==> src/rtl/aabb_frustum_cull_defines.svh <==
// assertion macros for the culling block
`ifndef AABB_FRUSTUM_CULL_DEFINES_SVH
`define AABB_FRUSTUM_CULL_DEFINES_SVH

// same-cycle implication, off during reset
`define AFC_ASSERT_IMP(lbl, ante, cons) \
  lbl: assert property (@(posedge clk) disable iff (rst) (ante) |-> (cons)) \
    else $error("afc check failed");

// next-cycle implication, also watched across reset
`define AFC_ASSERT_NXT(lbl, ante, cons) \
  lbl: assert property (@(posedge clk) (ante) |=> (cons)) \
    else $error("afc check failed");

`endif

==> src/rtl/afc_pkg.sv <==
package afc_pkg;

  localparam int NUM_PLANES_DEF  = 6;
  localparam int COORD_WIDTH_DEF = 16;
  localparam int NUM_REGS        = 6;
  localparam int REG_W           = 64;
  localparam int CFG_IDX_W       = 3;
  localparam int COMP_W          = 16;
  localparam int D_SHIFT         = 14;
  localparam int RES_W           = 2;

  localparam logic [RES_W-1:0] RES_INSIDE    = 2'd0;
  localparam logic [RES_W-1:0] RES_INTERSECT = 2'd1;
  localparam logic [RES_W-1:0] RES_OUTSIDE   = 2'd2;

  typedef logic [REG_W-1:0] plane_t;
  typedef logic [RES_W-1:0] res_t;

endpackage

==> src/rtl/afc_cell.sv <==
module afc_cell import afc_pkg::*; #(
  parameter int COORD_WIDTH = COORD_WIDTH_DEF
) (
  input  logic                        clk,
  input  logic                        rst,
  input  plane_t                      plane,
  input  logic                        in_valid,
  output logic                        in_ready,
  input  logic [2:0][COORD_WIDTH-1:0] in_lo,
  input  logic [2:0][COORD_WIDTH-1:0] in_hi,
  input  res_t                        in_res,
  output logic                        out_valid,
  input  logic                        out_ready,
  output logic [2:0][COORD_WIDTH-1:0] out_lo,
  output logic [2:0][COORD_WIDTH-1:0] out_hi,
  output res_t                        out_res
);

  localparam int PW = COORD_WIDTH + COMP_W;
  localparam int DW = COMP_W + D_SHIFT;
  localparam int SW = ((PW > DW) ? PW : DW) + 2;

  logic signed [COMP_W-1:0]      nrm [3];
  logic                          neg [3];
  logic signed [COORD_WIDTH-1:0] pv [3];
  logic signed [COORD_WIDTH-1:0] nv [3];
  logic signed [PW-1:0]          pp_next [3];
  logic signed [PW-1:0]          np_next [3];
  logic signed [COMP_W-1:0]      d;

  // multiply stage
  logic                          v1;
  logic [2:0][COORD_WIDTH-1:0]   lo1;
  logic [2:0][COORD_WIDTH-1:0]   hi1;
  res_t                          res1;
  logic signed [PW-1:0]          pp [3];
  logic signed [PW-1:0]          np [3];
  logic                          ready1;
  logic                          ready2;

  // sum stage
  logic signed [SW-1:0]          dist_p;
  logic signed [SW-1:0]          dist_n;
  res_t                          res_local;
  res_t                          res_next;

  assign d = signed'(plane[3*COMP_W +: COMP_W]);

  always_comb begin
    for (int a = 0; a < 3; a++) begin
      nrm[a]     = signed'(plane[COMP_W*a +: COMP_W]);
      neg[a]     = plane[COMP_W*a + COMP_W - 1];
      pv[a]      = neg[a] ? signed'(in_lo[a]) : signed'(in_hi[a]);
      nv[a]      = neg[a] ? signed'(in_hi[a]) : signed'(in_lo[a]);
      pp_next[a] = PW'(nrm[a]) * PW'(pv[a]);
      np_next[a] = PW'(nrm[a]) * PW'(nv[a]);
    end
  end

  assign ready2   = !out_valid || out_ready;
  assign ready1   = !v1 || ready2;
  assign in_ready = ready1;

  always_ff @(posedge clk) begin
    if (rst) begin
      v1 <= 1'b0;
    end else if (ready1) begin
      v1 <= in_valid;
    end
    if (ready1 && in_valid) begin
      lo1  <= in_lo;
      hi1  <= in_hi;
      res1 <= in_res;
      for (int a = 0; a < 3; a++) begin
        pp[a] <= pp_next[a];
        np[a] <= np_next[a];
      end
    end
  end

  always_comb begin
    dist_p = SW'(pp[0]) + SW'(pp[1]) + SW'(pp[2]) + (SW'(d) <<< D_SHIFT);
    dist_n = SW'(np[0]) + SW'(np[1]) + SW'(np[2]) + (SW'(d) <<< D_SHIFT);
    if (dist_p[SW-1]) begin
      res_local = RES_OUTSIDE;
    end else if (dist_n[SW-1]) begin
      res_local = RES_INTERSECT;
    end else begin
      res_local = RES_INSIDE;
    end
    // outside outranks intersect outranks inside
    res_next = (res_local > res1) ? res_local : res1;
  end

  always_ff @(posedge clk) begin
    if (rst) begin
      out_valid <= 1'b0;
    end else if (ready2) begin
      out_valid <= v1;
    end
    if (ready2 && v1) begin
      out_lo  <= lo1;
      out_hi  <= hi1;
      out_res <= res_next;
    end
  end

endmodule
==> config.mk <==
export PLATFORM = sky130hd
export DESIGN_NAME = afc_cell
export DESIGN_NICKNAME = d
export VERILOG_FILES = /design/src/rtl/aabb_frustum_cull_defines.svh /design/src/rtl/afc_pkg.sv /design/src/rtl/afc_cell.sv
export SDC_FILE = /design/constraint.sdc
export NUM_CORES = 2
export LEC_CHECK = 0
export BUFFER_PORTS_ARGS = -buffer_cell sky130_fd_sc_hd__buf_4
export CAP_MARGIN = 15
export CORE_AREA = 2 2 320 480
export CTS_BUF_LIST = sky130_fd_sc_hd__clkbuf_16
export CTS_CLUSTER_SIZE = 10
export DETAILED_ROUTE_END_ITERATION = 8
export DIE_AREA = 0 0 322 482
export PLACE_DENSITY = 0.66
export SLEW_MARGIN = 25
export SYNTH_ARGS = -nofsm -noshare
export SYNTH_HDL_FRONTEND = slang
export SYNTH_SLANG_ARGS = --single-unit
==> constraint.sdc <==
create_clock -name clk -period 14.1 [get_ports clk]
set_input_delay 1.41 -clock clk [delete_from_list [all_inputs] [get_ports clk]]
set_output_delay 1.41 -clock clk [all_outputs]
set_load 0.02 [all_outputs]
After elaboration in Yosys (flattened, before gate mapping)
Memories as Yosys holds them, arrays and structs flattened.
Index checks and enable logic that the tools add are counted.
- $mul: 6
- $add $sub $neg: 6
- reduce and logical (&&, ||, !) cells: 6
- multiplexer cells: 11
- order comparisons: 1
- operators with widths (kind ; count):
    multiplier 16 x 16 -> 32 bit ; 6
    2-to-1 mux 16 bit ; 6
    adder 33 x 32 -> 34 bit ; 2
    adder 34 x 30 -> 34 bit ; 2
    adder 32 x 32 -> 33 bit ; 2
    2-to-1 mux 2 bit ; 2
    2-to-1 mux 1 bit ; 3
    greater-than comparator 2 bit ; 1
    logical AND 1 bit ; 2
    zero test 1 bit ; 2
    logical OR 1 bit ; 2
- memory bits (writable): 192
- memories kept: 2
- output and inout bits: 100
- logic and storage cells: 48
- input bits: 166
- register bits after elaboration: 198
- memories (memory ; words ; bits a word ; read ports ; clocked after memory_dff ; write ports ; line ; source):
    np ; 3 ; 32 ; 3 ; 0 ; 3 ; afc_cell.sv:37 ; logic signed [PW-1:0] np [3];
    pp ; 3 ; 32 ; 3 ; 0 ; 3 ; afc_cell.sv:36 ; logic signed [PW-1:0] pp [3];

Longest topological paths before layout
An unclocked memory read counts as a cell.
- depth in word-level cells: 8
- depth in mapped cells: 28
- mapped depth without buffers: 26

Worst setup path before layout
Ideal clock, no wire load.
- kind: input-to-reg
- start point: input out_ready
- end point: register hi1[0] (netlist name), enable pin
- arrival time: 8.285 ns
- cell stages on the path: 3
- data required time: 13.412 ns
- setup slack: 5.126 ns
- cells stage by stage: nor2b_1 -> nand2_1 -> and2_1
- word-level cells in the longest chain between the ends: 3
- ends and longest elaborated chain (item ; line ; source):
    start, declared ; afc_cell.sv:13 ; input logic out_ready,
    logical OR 1 bit ; afc_cell.sv:60 ; assign ready2 = !out_valid || out_ready;
    logical OR 1 bit ; afc_cell.sv:61 ; assign ready1 = !v1 || ready2;
    named net in_ready ; afc_cell.sv:8 ; output logic in_ready,
    logical AND 1 bit ; afc_cell.sv:70 ; if (ready1 && in_valid) begin
    end signal, assigned ; afc_cell.sv:72 ; hi1 <= in_hi;
    end, declared ; afc_cell.sv:34 ; logic [2:0][COORD_WIDTH-1:0] hi1;
The timed path passes the listed nets, and every way through them passes these cells.
A chain may end at the register's enable or synchronous reset.

==> impl_metrics.toml <==
[outcome]
status = "complete, no violations"

[yosys]
yosys.area_share.simple_pct = 12.5
ys_ff_latch = 390
yosysSeqAreaShare_pct = 15.6
yosysWarnings = 0
synth-async-reset-ratio_pct = 0
synth.net_count = 9728
syn_avg_cell_area_sq_um = 10.3
muxShareOfSynthArea_pct = 0.122
synth_ff_type = "edfxtp_1"
synth_area_sq_um = 75200
synth.distinct_cells = 79
postSynthCellCount = 7309
synth_top_area_share_pct = 44.5
synth_fa_ha_area_share_pct = 54.2
synth_compound_area_share_pct = 5.17
synth_xor_area_share_pct = 2.39
synth-edff-count = 388
yosysTopAreaCell = "fa_1"
synth_top_family_by_area = "adder cells"
synth_area_leaders = "fa_1 (45%), edfxtp_1 (16%), ha_1 (9.7%)"

[floorplan]
core.rowCount = 175
die_h_um = 482
dieArea_sq_um = 155000
boundaryPins = 266
start_util_pct = 49.7
core_sq_um = 151000
dieWidth_um = 322

[setup_path]
required_ns = 14.50
crit_type = "in -> reg"
crit_fanout = 37
setup.worst_path.start_class = "input port"
critical_path_arrival_ns = 8.96
end_kind = "flip-flop"

[clock_network]
ctsResizeCount = 0
cts_setup_buffers = 0
cts_sinks = 390
ctsHoldBuffers = 0
cts_max_level = 2
clk_latency_ns = 0.66
cts_buffer_depth = 3
clk_pin_slew_ns = 0.06
numCtsBuffers = 50
cts_tree = "built"
cts_root_buffer = "clkbuf_16"

[timing]
max_freq_mhz = 117
finalSetupViolCount = 0
tns_ns = 0
clock_skew_ns = 0.0259
post-route-worst-setup-slack_ns = 5.53
fin_crit_ns = 8.57
final.period_utilization_pct = 60.8
slew_violations = 0
final_hold_viol_count = 0
worst_pin_slew_ns = 0.986
rsz0062_at_grt = "false"
timing.slew.headroom_pct = 34.2

[final_layout]
nets = 9848
drive_gt1_share_pct = 6.08
syn_to_final_growth_pct = 7.33

[global_route]
grt_overflow = 0
grt_max_degree = 66
gr-usage-all-layers_pct = 26.9
grt_pass1_wl_mm = 318
grt_pass1_vias = 58194
antenna_found_initial = 5

[detailed_routing]
via_per_inst = 5.41
vias = 50844
firstDrtPassIters = 5
drt_iter0_markers = 2826
routed_wl_mm = 197
drcViolationCount = 0
wl_per_cell_um = 20.9
ant_nets = 0

[placement]
place_ws_ns = 4.67
gp_congestion = 0.908
dp_hpwl_mm = 158
portBuffers = 265

[flow_run]
maxCapViolations = 0

[worst_hold_path]
hold_class = "reg -> reg"
==> layout make-up <==
type | instances | area (sq um)
Antenna cell | 3 | 7.51
Clock buffer | 53 | 1330
Clock inverter | 21 | 226
Fill cell | 13547 | 70400
Inverter | 1762 | 6610
Multi-Input combinational cell | 4907 | 56000
Sequential cell | 390 | 11700
Tap cell | 1947 | 2440
Timing Repair Buffer | 318 | 2410
==> worst paths after layout <==
path	slack (ns)	from	to	depth (start not counted)
min	0.40	hi1[27]$_DFFE_PP_	out_hi[27]$_DFFE_PP_	0
min reg2reg	0.40	hi1[27]$_DFFE_PP_	out_hi[27]$_DFFE_PP_	0
max reg2reg	9.26	pp[0][26]$_DFFE_PP_	out_res[0]$_DFFE_PP_	17
max	5.53	plane[31]	pp[0][63]$_DFFE_PP_	27
==> logic make-up after synthesis <==
logic type | count (synthesis)
flops | 390
fa+ha+maj | 2253
simple gates | 1861
mux | 9
compound gates | 579
xor+xnor | 205
buf+inv | 2012
==> per-stage QoR <==
stage | area, sq um | hold slack [ns] | utilization [%] | cells
3_5_place_dp | 79100 | 0.405 | 52.4 | 9324
6_report | 80700 | 0.404 | 53.4 | 9401
3_3_place_gp | 79100 | 0.400 | 52.3 | 9323
2_1_floorplan | 75200 | 0.400 | - | 7309
4_1_cts | 80600 | 0.406 | 53.4 | 9398
5_1_grt | 80700 | 0.412 | 53.4 | 9399
==> state kept, by name, indices dropped and copies added (netlist names) <==
name	count
lo1	48
out_lo	48
out_hi	48
np	96
out_res	2
v1	1
out_valid	1
hi1	48
pp	96
res1	2
==> layout by cell type (no fill, tap or decap), types with 6 or more instances in the layout <==
master	n
edfxtp_1	388
xor2_1	38
clkinv_1	8
nand3_1	33
nand2b_1	49
a21oi_2	12
o211ai_1	12
a31oi_1	18
o31ai_1	6
a31o_2	7
inv_1	1764
a21o_1	126
o22ai_1	6
nor2b_1	430
mux2i_1	8
buf_4	317
nor3_1	34
a21oi_1	161
or2_2	31
and2_1	345
nand4_1	13
a211oi_1	18
o21ai_0	77
o21ai_1	10
clkbuf_16	53
xnor2_1	167
a211o_1	9
o21bai_1	29
nor2_1	164
and3_1	21
ha_1	581
fa_1	1672
o21a_1	22
or3_1	7
nand2_1	712
==> per-layer routing <==
layer,up-vias,wire [um],global-route usage (%)
met5,-,31,0
met4,4,14300,16.3
met3,582,9550,3.15
met2,1509,105000,49.2
met1,26613,68300,29.9
li1,22136,-,-
==> critical path: stages <==
cell	delay [ns]
buf_4	0.33
clkinv_1	0.41
buf_4	0.35
nor2_1	0.29
a21o_1	0.47
nand2_1	0.15
fa_1	0.53
inv_1	0.05
fa_1	0.50
inv_1	0.06
fa_1	0.54
inv_1	0.05
fa_1	0.45
fa_1	0.49
inv_1	0.05
fa_1	0.47
inv_1	0.04
ha_1	0.33
and3_1	0.24
a221o_1	0.32
a21oi_1	0.15
o21ai_1	0.17
a41oi_1	0.39
a21oi_1	0.16
a211oi_2	0.28
a21oi_1	0.12
xnor2_1	0.13
==> synthesized netlist by cell type, types with 12 or more instances <==
cell	number
nor2_1	164
a21oi_1	169
nor3_1	34
a211oi_1	18
o21bai_1	29
or2_2	31
nand2b_1	49
xnor2_1	167
inv_1	1758
nor2b_1	431
fa_1	1672
xor2_1	38
a31oi_1	18
nand3_1	33
o21ai_0	80
nand2_1	712
edfxtp_1	388
nand4_1	13
and3_1	21
clkbuf_1	242
ha_1	581
o21a_1	22
a21o_1	126
o211ai_1	12
and2_1	346
Power is left out: the tool's default activity adds up to more than one toggle a clock period on the data nets, which glitch-free logic cannot reach.
